==> src/rtl/core/tsro_pkg.sv <==
`timescale 1ns / 1ps

package tsro_pkg;

  localparam int unsigned STAMP_W = 32;
  localparam int unsigned TYPE_W  = 3;
  localparam int unsigned OP_W    = 3;
  localparam int unsigned CFG_IDX_W  = 2;
  localparam int unsigned CFG_DATA_W = 3;

  typedef enum logic [OP_W-1:0] {
    OP_PUSH  = 3'd0,
    OP_POP   = 3'd1,
    OP_DPOP  = 3'd2,
    OP_PEEK  = 3'd3,
    OP_FLUSH = 3'd4
  } op_e;

  typedef enum logic [CFG_IDX_W-1:0] {
    CFG_BIDIR   = 2'd0,
    CFG_INVALID = 2'd1
  } cfg_idx_e;

  localparam logic [TYPE_W-1:0] BIDIR_RESET   = 3'd3;
  localparam logic [TYPE_W-1:0] INVALID_RESET = 3'd0;

  typedef struct packed {
    logic signed [STAMP_W-1:0] stamp;
    logic [TYPE_W-1:0]         typ;
  } entry_t;

  // controller -> datapath
  typedef struct packed {
    logic capture;  // latch the transaction and read head / second entries
    logic commit;   // apply the operation and load the result register
  } ctrl_cmd_t;

  // datapath -> controller
  typedef struct packed {
    logic rsp_free; // result register can take a new result this cycle
  } dp_status_t;

endpackage

==> src/rtl/core/tsro_if.sv <==
`timescale 1ns / 1ps

interface tsro_in_if;
  logic                                valid;
  logic                                ready;
  logic [tsro_pkg::OP_W-1:0]           operation;
  logic signed [tsro_pkg::STAMP_W-1:0] stamp_in;
  logic [tsro_pkg::TYPE_W-1:0]         type_in;

  modport source (output valid, operation, stamp_in, type_in, input ready);
  modport sink   (input valid, operation, stamp_in, type_in, output ready);
endinterface

interface tsro_out_if #(
  parameter int unsigned FILL_W = 7
);
  logic                                valid;
  logic                                ready;
  logic signed [tsro_pkg::STAMP_W-1:0] stamp_out;
  logic [tsro_pkg::TYPE_W-1:0]         type_out;
  logic                                entry_valid;
  logic                                push_accepted;
  logic [FILL_W-1:0]                   fill_count;

  modport source (output valid, stamp_out, type_out, entry_valid, push_accepted, fill_count,
                  input ready);
  modport sink   (input valid, stamp_out, type_out, entry_valid, push_accepted, fill_count,
                  output ready);
endinterface

interface tsro_cfg_if;
  logic                                 valid;
  logic                                 ready;
  logic [tsro_pkg::CFG_IDX_W-1:0]       index;
  logic [tsro_pkg::CFG_DATA_W-1:0]      data;

  modport source (output valid, index, data, input ready);
  modport sink   (input valid, index, data, output ready);
endinterface

==> src/rtl/core/tsro_ctrl.sv <==
`timescale 1ns / 1ps

module tsro_ctrl (
  input  logic                   clk_i,
  input  logic                   rst_ni,
  input  logic                   in_valid_i,
  output logic                   in_ready_o,
  input  tsro_pkg::dp_status_t   status_i,
  output tsro_pkg::ctrl_cmd_t    cmd_o
);

  localparam logic ST_IDLE = 1'b0;
  localparam logic ST_EXEC = 1'b1;

  logic state_q, state_d;

  always_comb begin
    state_d     = state_q;
    in_ready_o  = 1'b0;
    cmd_o       = '0;
    unique case (state_q)
      ST_IDLE: begin
        in_ready_o = 1'b1;
        if (in_valid_i) begin
          cmd_o.capture = 1'b1;
          state_d       = ST_EXEC;
        end
      end
      ST_EXEC: begin
        // hold until the result register is free
        if (status_i.rsp_free) begin
          cmd_o.commit = 1'b1;
          state_d      = ST_IDLE;
        end
      end
      default: state_d = ST_IDLE;
    endcase
  end

  always_ff @(posedge clk_i or negedge rst_ni) begin
    if (!rst_ni) begin
      state_q <= ST_IDLE;
    end else begin
      state_q <= state_d;
    end
  end

endmodule

==> src/rtl/core/tsro_dpath.sv <==
`timescale 1ns / 1ps

module tsro_dpath #(
  parameter int unsigned QUEUE_DEPTH = 64
) (
  input  logic                                clk_i,
  input  logic                                rst_ni,
  input  tsro_pkg::ctrl_cmd_t                 cmd_i,
  output tsro_pkg::dp_status_t                status_o,
  input  logic [tsro_pkg::OP_W-1:0]           operation_i,
  input  logic signed [tsro_pkg::STAMP_W-1:0] stamp_i,
  input  logic [tsro_pkg::TYPE_W-1:0]         type_i,
  tsro_cfg_if.sink                            cfg_i,
  tsro_out_if.source                          rsp_o
);

  localparam int unsigned PTR_W = $clog2(QUEUE_DEPTH);
  localparam int unsigned CNT_W = $clog2(QUEUE_DEPTH + 1);
  localparam logic [PTR_W-1:0] PTR_LAST = PTR_W'(QUEUE_DEPTH - 1);
  localparam logic [CNT_W-1:0] CNT_FULL = CNT_W'(QUEUE_DEPTH);

  function automatic logic [PTR_W-1:0] ring_next(input logic [PTR_W-1:0] p);
    ring_next = (p == PTR_LAST) ? '0 : p + PTR_W'(1);
  endfunction

  // ring store
  tsro_pkg::entry_t mem [QUEUE_DEPTH];

  logic [PTR_W-1:0] rd_ptr_q, rd_ptr_d, wr_ptr_q, wr_ptr_d;
  logic [CNT_W-1:0] count_q, count_d;
  logic [tsro_pkg::TYPE_W-1:0] bidir_q, invalid_q;

  // captured transaction and entries read at capture
  logic [tsro_pkg::OP_W-1:0]  op_q;
  tsro_pkg::entry_t           item_q;
  tsro_pkg::entry_t           head_q, second_q;

  logic [PTR_W-1:0] second_ptr;
  logic             wr_en;
  logic [PTR_W-1:0] wr_addr;
  tsro_pkg::entry_t wr_data;
  tsro_pkg::entry_t res_entry;
  logic             res_valid, res_accepted;

  // result register
  logic                                rsp_valid_q;
  logic signed [tsro_pkg::STAMP_W-1:0] rsp_stamp_q;
  logic [tsro_pkg::TYPE_W-1:0]         rsp_type_q;
  logic                                rsp_entry_q, rsp_acc_q;
  logic [CNT_W-1:0]                    rsp_fill_q;

  assign second_ptr = ring_next(rd_ptr_q);

  always_comb begin
    rd_ptr_d      = rd_ptr_q;
    wr_ptr_d      = wr_ptr_q;
    count_d       = count_q;
    wr_en         = 1'b0;
    wr_addr       = wr_ptr_q;
    wr_data       = item_q;
    res_entry.stamp = '0;
    res_entry.typ   = invalid_q;
    res_valid     = 1'b0;
    res_accepted  = 1'b0;
    unique case (op_q)
      tsro_pkg::OP_PUSH: begin
        if (count_q != CNT_FULL) begin
          wr_en        = 1'b1;
          wr_ptr_d     = ring_next(wr_ptr_q);
          count_d      = count_q + CNT_W'(1);
          res_accepted = 1'b1;
        end
      end
      tsro_pkg::OP_POP, tsro_pkg::OP_PEEK: begin
        if (count_q != '0) begin
          res_entry = head_q;
          res_valid = 1'b1;
          if (op_q == tsro_pkg::OP_POP) begin
            rd_ptr_d = second_ptr;
            count_d  = count_q - CNT_W'(1);
          end
        end
      end
      tsro_pkg::OP_DPOP: begin
        if (count_q != '0) begin
          if (count_q >= CNT_W'(2) && head_q.typ != bidir_q && second_q.typ == bidir_q) begin
            // take the bidirectional entry, move the head into its slot
            res_entry = second_q;
            wr_en     = 1'b1;
            wr_addr   = second_ptr;
            wr_data   = head_q;
          end else begin
            res_entry = head_q;
          end
          res_valid = 1'b1;
          rd_ptr_d  = second_ptr;
          count_d   = count_q - CNT_W'(1);
        end
      end
      tsro_pkg::OP_FLUSH: begin
        rd_ptr_d = '0;
        wr_ptr_d = '0;
        count_d  = '0;
      end
      default: ;
    endcase
  end

  assign status_o.rsp_free = !rsp_valid_q || rsp_o.ready;

  always_ff @(posedge clk_i) begin
    if (cmd_i.capture) begin
      op_q         <= operation_i;
      item_q.stamp <= stamp_i;
      item_q.typ   <= type_i;
      head_q       <= mem[rd_ptr_q];
      second_q     <= mem[second_ptr];
    end
    if (cmd_i.commit && wr_en) begin
      mem[wr_addr] <= wr_data;
    end
    if (cmd_i.commit) begin
      rsp_stamp_q <= res_entry.stamp;
      rsp_type_q  <= res_entry.typ;
      rsp_entry_q <= res_valid;
      rsp_acc_q   <= res_accepted;
      rsp_fill_q  <= count_d;
    end
  end

  always_ff @(posedge clk_i or negedge rst_ni) begin
    if (!rst_ni) begin
      rd_ptr_q    <= '0;
      wr_ptr_q    <= '0;
      count_q     <= '0;
      rsp_valid_q <= 1'b0;
      bidir_q     <= tsro_pkg::BIDIR_RESET;
      invalid_q   <= tsro_pkg::INVALID_RESET;
    end else begin
      if (cmd_i.commit) begin
        rd_ptr_q <= rd_ptr_d;
        wr_ptr_q <= wr_ptr_d;
        count_q  <= count_d;
      end
      if (cmd_i.commit) begin
        rsp_valid_q <= 1'b1;
      end else if (rsp_o.ready) begin
        rsp_valid_q <= 1'b0;
      end
      if (cfg_i.valid) begin
        if (cfg_i.index == tsro_pkg::CFG_BIDIR) begin
          bidir_q <= cfg_i.data;
        end else if (cfg_i.index == tsro_pkg::CFG_INVALID) begin
          invalid_q <= cfg_i.data;
        end
      end
    end
  end

  assign cfg_i.ready         = 1'b1;
  assign rsp_o.valid         = rsp_valid_q;
  assign rsp_o.stamp_out     = rsp_stamp_q;
  assign rsp_o.type_out      = rsp_type_q;
  assign rsp_o.entry_valid   = rsp_entry_q;
  assign rsp_o.push_accepted = rsp_acc_q;
  assign rsp_o.fill_count    = rsp_fill_q;

endmodule

==> src/rtl/core/timestamp_reorder_fifo_unit.sv <==
`timescale 1ns / 1ps
// Timestamp reorder queue: a ring of presentation timestamps, each tagged
// with a picture coding type.
// Channels:
//   cmd_i  - one transaction per operation: push, pop, display-order pop,
//            peek or flush, with the timestamp and type to push.
//   rsp_o  - exactly one result transaction per command: returned stamp and
//            type, entry-valid and push-accepted flags, fill count after it.
//   cfg_i  - register writes (0 bidirectional type, 1 invalid type); always
//            ready, indexes beyond the list are dropped.
// Timing: a command is captured at acceptance and commits once the result
// register is free; the commit loads the result register, and the next
// command is taken in the cycle after it. This sequence is set by the ring
// memory reads, registered at acceptance (head and second entry) before commit.
// Reset empties the queue (pointers and count to zero), loads register
// defaults and drops any pending result; the ring contents are not cleared.
// When the receiver stalls, the result register holds its transaction; one
// further command is still accepted and waits until the register drains.
module timestamp_reorder_fifo_unit #(
  parameter int unsigned QUEUE_DEPTH = 64
) (
  input  logic       clk_i,
  input  logic       rst_ni,
  tsro_in_if.sink    cmd_i,
  tsro_cfg_if.sink   cfg_i,
  tsro_out_if.source rsp_o
);

  tsro_pkg::ctrl_cmd_t  ctrl_cmd;
  tsro_pkg::dp_status_t dp_status;

  // sequencer: accept, then commit once the result register is free
  tsro_ctrl u_ctrl (
    .clk_i      (clk_i),
    .rst_ni     (rst_ni),
    .in_valid_i (cmd_i.valid),
    .in_ready_o (cmd_i.ready),
    .status_i   (dp_status),
    .cmd_o      (ctrl_cmd)
  );

  // ring store, pointers, registers and result register
  tsro_dpath #(
    .QUEUE_DEPTH (QUEUE_DEPTH)
  ) u_dpath (
    .clk_i       (clk_i),
    .rst_ni      (rst_ni),
    .cmd_i       (ctrl_cmd),
    .status_o    (dp_status),
    .operation_i (cmd_i.operation),
    .stamp_i     (cmd_i.stamp_in),
    .type_i      (cmd_i.type_in),
    .cfg_i       (cfg_i),
    .rsp_o       (rsp_o)
  );

  // one command in flight: no acceptance right after an acceptance
  assert property (@(posedge clk_i) disable iff (!rst_ni)
    (cmd_i.valid && cmd_i.ready) |=> !cmd_i.ready)
    else $error("command accepted while previous one in flight");

  // a commit always leaves a result waiting
  assert property (@(posedge clk_i) disable iff (!rst_ni)
    ctrl_cmd.commit |=> rsp_o.valid)
    else $error("commit did not load result register");

  // fill count never passes the depth
  assert property (@(posedge clk_i) disable iff (!rst_ni)
    rsp_o.valid |-> (rsp_o.fill_count <= QUEUE_DEPTH))
    else $error("fill count beyond queue depth");

  // a result never both returns an entry and stores one
  assert property (@(posedge clk_i) disable iff (!rst_ni)
    rsp_o.valid |-> !(rsp_o.entry_valid && rsp_o.push_accepted))
    else $error("entry returned on a push");

endmodule

==> src/flat_wrapper.sv <==
// flat-port wrapper written by rule: the top's interface ports become plain ports
module timestamp_reorder_fifo_unit_flat import tsro_pkg::*;
#(
  parameter int unsigned QUEUE_DEPTH = 64
)
  (clk_i, rst_ni, cmd_i_valid, cmd_i_operation, cmd_i_stamp_in, cmd_i_type_in, cmd_i_ready, cfg_i_valid, cfg_i_index, cfg_i_data, cfg_i_ready, rsp_o_valid, rsp_o_stamp_out, rsp_o_type_out, rsp_o_entry_valid, rsp_o_push_accepted, rsp_o_fill_count, rsp_o_ready);
  tsro_in_if cmd_i_i ();
  tsro_cfg_if cfg_i_i ();
  tsro_out_if #(.FILL_W(($clog2(QUEUE_DEPTH + 1)))) rsp_o_i ();
  input  logic clk_i;
  input  logic rst_ni;
  input wire logic [$bits(cmd_i_i.valid)-1:0] cmd_i_valid;
  input wire logic [$bits(cmd_i_i.operation)-1:0] cmd_i_operation;
  input wire logic [$bits(cmd_i_i.stamp_in)-1:0] cmd_i_stamp_in;
  input wire logic [$bits(cmd_i_i.type_in)-1:0] cmd_i_type_in;
  output wire logic [$bits(cmd_i_i.ready)-1:0] cmd_i_ready;
  input wire logic [$bits(cfg_i_i.valid)-1:0] cfg_i_valid;
  input wire logic [$bits(cfg_i_i.index)-1:0] cfg_i_index;
  input wire logic [$bits(cfg_i_i.data)-1:0] cfg_i_data;
  output wire logic [$bits(cfg_i_i.ready)-1:0] cfg_i_ready;
  output wire logic [$bits(rsp_o_i.valid)-1:0] rsp_o_valid;
  output wire logic [$bits(rsp_o_i.stamp_out)-1:0] rsp_o_stamp_out;
  output wire logic [$bits(rsp_o_i.type_out)-1:0] rsp_o_type_out;
  output wire logic [$bits(rsp_o_i.entry_valid)-1:0] rsp_o_entry_valid;
  output wire logic [$bits(rsp_o_i.push_accepted)-1:0] rsp_o_push_accepted;
  output wire logic [$bits(rsp_o_i.fill_count)-1:0] rsp_o_fill_count;
  input wire logic [$bits(rsp_o_i.ready)-1:0] rsp_o_ready;
  assign cmd_i_i.valid = cmd_i_valid;
  assign cmd_i_i.operation = cmd_i_operation;
  assign cmd_i_i.stamp_in = cmd_i_stamp_in;
  assign cmd_i_i.type_in = cmd_i_type_in;
  assign cmd_i_ready = cmd_i_i.ready;
  assign cfg_i_i.valid = cfg_i_valid;
  assign cfg_i_i.index = cfg_i_index;
  assign cfg_i_i.data = cfg_i_data;
  assign cfg_i_ready = cfg_i_i.ready;
  assign rsp_o_valid = rsp_o_i.valid;
  assign rsp_o_stamp_out = rsp_o_i.stamp_out;
  assign rsp_o_type_out = rsp_o_i.type_out;
  assign rsp_o_entry_valid = rsp_o_i.entry_valid;
  assign rsp_o_push_accepted = rsp_o_i.push_accepted;
  assign rsp_o_fill_count = rsp_o_i.fill_count;
  assign rsp_o_i.ready = rsp_o_ready;
  timestamp_reorder_fifo_unit #(.QUEUE_DEPTH(QUEUE_DEPTH)) u_core (.clk_i(clk_i), .rst_ni(rst_ni), .cmd_i(cmd_i_i), .cfg_i(cfg_i_i), .rsp_o(rsp_o_i));
endmodule
==> config.mk <==
export PLATFORM = sky130hd
export DESIGN_NAME = timestamp_reorder_fifo_unit_flat
export DESIGN_NICKNAME = d
export VERILOG_FILES = /design/src/rtl/core/tsro_pkg.sv /design/src/rtl/core/tsro_if.sv /design/src/rtl/core/tsro_ctrl.sv /design/src/rtl/core/tsro_dpath.sv /design/src/rtl/core/timestamp_reorder_fifo_unit.sv /design/src/flat_wrapper.sv
export SDC_FILE = /design/constraint.sdc
export NUM_CORES = 2
export LEC_CHECK = 0
export BUFFER_PORTS_ARGS = -buffer_cell sky130_fd_sc_hd__buf_2
export CORE_MARGIN = 3
export CORE_UTILIZATION = 35
export CTS_CLUSTER_DIAMETER = 60
export DETAILED_ROUTE_END_ITERATION = 10
export PLACE_DENSITY = 0.5
export SETUP_SLACK_MARGIN = 0.15
export SYNTH_ARGS = -nofsm -noshare
export SYNTH_HDL_FRONTEND = slang
export SYNTH_SLANG_ARGS = --single-unit
==> constraint.sdc <==
create_clock -name clk_i -period 6.8 [get_ports clk_i]
set_input_delay 0.68 -clock clk_i [delete_from_list [all_inputs] [get_ports clk_i]]
set_output_delay 0.68 -clock clk_i [all_outputs]
set_load 0.03 [all_outputs]
==> run_summary.xml <==
<?xml version="1.0" encoding="UTF-8"?>
<metrics>
  <group name="drt">
    <metric name="route.detailed.vias_per_inst" unit="">6.384</metric>
    <metric name="drt-pass1-iter-count" unit="">6</metric>
    <metric name="antenna_left" unit="">0</metric>
    <metric name="drt_iter0_markers" unit="">11389</metric>
    <metric name="drt_wl_total" unit="µm">465500</metric>
    <metric name="detail_route.drc_violations" unit="">0</metric>
    <metric name="avgRoutedWirePerCell" unit="µm">39.03</metric>
    <metric name="detailroute.via_count" unit="">76138</metric>
  </group>
  <group name="timing">
    <metric name="slew_violations" unit="">0</metric>
    <metric name="max-slew-margin-rel" unit="%">4.959</metric>
    <metric name="fin_tns_setup" unit="ns">0</metric>
    <metric name="fin_ws" unit="ns">1.522</metric>
    <metric name="grt_setup_unrepaired" unit="">no</metric>
    <metric name="final_min_period_over_clock_period" unit="%">77.62</metric>
    <metric name="finalHoldViolations" unit="">0</metric>
    <metric name="achievable-frequency" unit="MHz">189.5</metric>
    <metric name="worst_clock_skew" unit="ns">0.06075</metric>
    <metric name="finalCriticalPeriod" unit="ns">5.278</metric>
    <metric name="tightestPinTransition" unit="ns">1.415</metric>
    <metric name="final-setup-viol-count" unit="">0</metric>
  </group>
  <group name="placement">
    <metric name="post-dp-hpwl" unit="µm">281400</metric>
    <metric name="pre_cts_slack" unit="ns">1.659</metric>
    <metric name="final_replace_weighted_congestion" unit="">0.9085</metric>
    <metric name="placement.io_buffers" unit="">93</metric>
    <metric name="postPlaceCellArea" unit="µm²">118800</metric>
  </group>
  <group name="grt">
    <metric name="grt_max_degree" unit="">122</metric>
    <metric name="via_count_of_the_first_global_routing_pass" unit="">72934</metric>
    <metric name="global_route.usage.total" unit="%">27.82</metric>
    <metric name="global_route_wire_length_before_repair" unit="µm">628200</metric>
    <metric name="globalRouteOverflowTotal" unit="">0</metric>
    <metric name="grt_antenna_before_repair" unit="">32</metric>
  </group>
  <group name="yosys">
    <metric name="yosys.area.top_type" unit="">edfxtp_1</metric>
    <metric name="synth-async-reset-ratio" unit="%">1.116</metric>
    <metric name="synth_enable_flop_cells" unit="">2392</metric>
    <metric name="synth_seq_cells" unit="">2419</metric>
    <metric name="count_of_mapped_cells_out_of_synthesis" unit="">7316</metric>
    <metric name="yosysUniqueCellTypes" unit="">78</metric>
    <metric name="synth_seq_area_share" unit="%">64.67</metric>
    <metric name="post_synth_instance_area" unit="µm²">112100</metric>
    <metric name="synth.net_count" unit="">7369</metric>
    <metric name="avg_cell_area_syn" unit="µm²">15.33</metric>
    <metric name="portion_of_synthesized_cell_area_occupied_by_the_leading_cell_type" unit="%">64.06</metric>
    <metric name="yosys_most_used_dff" unit="">edfxtp_1</metric>
    <metric name="synth.top_cells.by_area" unit="">edfxtp_1 (64%), mux4_2 (15%), nand2_1 (4.8%)</metric>
    <metric name="synth.yosys.warnings" unit="">0</metric>
  </group>
  <group name="die">
    <metric name="std_cell_rows" unit="">207</metric>
    <metric name="floorplan.die.width" unit="µm">572.0</metric>
    <metric name="floorplan.io_pins" unit="">95</metric>
    <metric name="core-area" unit="µm²">318300</metric>
    <metric name="initial_utilization" unit="%">35.22</metric>
    <metric name="dieArea" unit="µm²">327200</metric>
    <metric name="die_y" unit="µm">572.0</metric>
  </group>
  <group name="clock_tree">
    <metric name="clk_buf_depth" unit="">4</metric>
    <metric name="cts_root_buffer" unit="">clkbuf_16</metric>
    <metric name="cts-buffers-inserted" unit="">292</metric>
    <metric name="cts_clk_pin_slew_worst_paths" unit="ns">0.06</metric>
    <metric name="clock-sinks" unit="">2419</metric>
    <metric name="cts_setup_buffers" unit="">0</metric>
    <metric name="cts-htree-levels" unit="">5</metric>
    <metric name="clock_tree_from_tritoncts" unit="">yes</metric>
    <metric name="worst_skew_pair.late_latency" unit="ns">0.93</metric>
  </group>
  <group name="setup_path">
    <metric name="worst_setup_path_end_kind" unit="">register</metric>
    <metric name="cp.arrival" unit="ns">5.80</metric>
    <metric name="required_arrival_time_at_the_worst_endpoint" unit="ns">7.32</metric>
    <metric name="critical_path.max_fanout" unit="">23</metric>
    <metric name="critical_path.startpoint_type" unit="">register</metric>
    <metric name="timing_worst_setup_path_type" unit="">register to register</metric>
  </group>
  <group name="pwr">
    <metric name="internal_power_consumption" unit="mW">34.28</metric>
    <metric name="total_switching_power" unit="mW">22.47</metric>
    <metric name="netSwitchingFraction" unit="%">39.59</metric>
    <metric name="clockPowerShare" unit="%">28.2</metric>
    <metric name="p_per_area" unit="nW/µm²">440.1</metric>
    <metric name="report.power.total" unit="mW">56.74</metric>
    <metric name="share_of_power_burned_in_combinational_logic" unit="%">39.7</metric>
    <metric name="irDropWorstVdd" unit="mV">0.6044</metric>
    <metric name="static-leakage-power" unit="nW">42.10</metric>
    <metric name="p_seq_share" unit="%">32.1</metric>
  </group>
  <group name="final_layout">
    <metric name="mostFrequentLayoutCells" unit="">edfxtp_1 (2,392), nand2_1 (1,436), mux4_2 (760)</metric>
    <metric name="final_layout_size_suffix_gt1_share" unit="%">23.02</metric>
    <metric name="net_count_reported_at_finish" unit="">7558</metric>
    <metric name="fin_area" unit="µm²">128900</metric>
    <metric name="area_delta_synth_final" unit="%">14.99</metric>
    <metric name="final_common_cell" unit="">edfxtp_1</metric>
    <metric name="final.fill_count" unit="">28700</metric>
  </group>
  <group name="outcome">
    <metric name="outcome" unit="">finished, final reports clean</metric>
  </group>
  <group name="hold_path">
    <metric name="hold_class" unit="">primary input to register</metric>
  </group>
  <group name="run">
    <metric name="max-cap-violations" unit="">0</metric>
  </group>
</metrics>
-- synth_stat cells, types with 52 or more instances --
master       n
edfxtp_1  2392
nand2_1   1443
mux4_2     760
mux2i_1    347
a21oi_1    341
nand3_1    331
clkbuf_1   255
o22ai_1    159
nor2_1     148
buf_2      137
nor4_1     117
a31oi_1    111
buf_4       66
buf_1       64
o21ai_0     52
-- sequential cells by signal (all words and copies together) (netlist names), 3 cells and up --
name	flops
u_core.u_dpath.mem	2240
u_core.u_dpath.head_q	35
u_core.u_dpath.item_q	35
u_core.u_dpath.second_q	35
u_core.u_dpath.rsp_o.stamp_out	32
u_core.u_dpath.count_q	7
u_core.u_dpath.rsp_o.fill_count	7
u_core.u_dpath.rd_ptr_q	6
u_core.u_dpath.wr_ptr_q	6
u_core.u_dpath.bidir_q	3
u_core.u_dpath.invalid_q	3
u_core.u_dpath.op_q	3
u_core.u_dpath.rsp_o.type_out	3
-- routing by layer --
layer | share of wire, % | vias up | global-route usage [%]
met3 | 12 | 969 | 7.311
li1 | - | 29633 | -
met2 | 44 | 5362 | 41.95
met4 | 5.2 | 16 | 12.24
met5 | 0.022 | - | 0
met1 | 39 | 40158 | 37.87
-- critical path: stages, from the launching register on --
cell and delay (ns):
edfxtp_1 0.67, nor3_1 0.63, nand4bb_4 0.48, a21oi_1 0.71, nand3_1 0.67, nor2_4 0.91
buf_4 0.72
-- per-stage QoR --
stage / util [%] / hold WS, ns / std cells
2_1_floorplan: - / 0.3844 / 7316
3_3_place_gp: 37.31 / 0.4916 / 11347
3_5_place_dp: 37.31 / 0.5040 / 11347
4_1_cts: 40.50 / 0.1623 / 11916
5_1_grt: 40.50 / 0.2095 / 11917
6_report: 40.51 / 0.2295 / 11927
-- worst paths after layout --
path / from / endpoint / slack, ns / cells after the start
min: cfg_i_valid / u_core.u_dpath.invalid_q[0] / 0.23 / 3
max: u_core.u_dpath.op_q[2] / u_core.u_dpath.mem[43][5] / 1.52 / 6
min in group asynchronous: rst_ni / u_core.u_ctrl.state_q / 0.41 / 2
max in group asynchronous: rst_ni / u_core.u_dpath.rd_ptr_q[4] / 5.69 / 2
max reg2reg: u_core.u_dpath.op_q[2] / u_core.u_dpath.mem[43][5] / 1.52 / 6
min reg2reg: u_core.u_dpath.rsp_o.valid / u_core.u_dpath.rsp_o.valid / 0.52 / 2
-- cell type report --
cell class	instances	area, µm²	share of cell area, %
diodes	11	27.53	0.02135
clock buffers	346	7635	5.922
flip-flops and latches	2419	72530	56.25
clock inverters	179	2057	1.595
inverters	15	61.31	0.04755
multi-input cells	4320	37480	29.07
well taps	4180	5230	4.056
repair buffers	457	3909	3.032
-- logic make-up (layout without fill, tap and decap cells) --
| family | count (synthesis) | in the layout | synth area share [%] |
|---|---|---|---|
| simple gates | 2206 | 2206 | 8.360 |
| other cells | 1 | 12 | 0.003345 |
| xor+xnor | 12 | 12 | 0.1004 |
| fa+ha+maj | 6 | 6 | 0.06472 |
| compound gates | 937 | 937 | 5.336 |
| flops | 2419 | 2419 | 64.67 |
| mux | 1158 | 1158 | 18.88 |
| buf+inv | 577 | 997 | 2.591 |
-- repair_timing --
| action | in CTS | in global routing |
|---|---|---|
| hold buffers | 44 | 0 |
| gates resized for setup | 0 | 0 |
| endpoints found under the hold margin | 71 | 0 |
-- power groups by stage --
stage	registers, mW	clock network [mW]	logic, mW
finish	18.2	16.0	22.5
global route	18.2	16.8	23.1
CTS	18.2	16.2	22.2
detailed placement	18.5	0	22.1
global placement	18.5	0	22.1
floorplan	18.4	0	12.9
(Power assumes the default switching activity.)
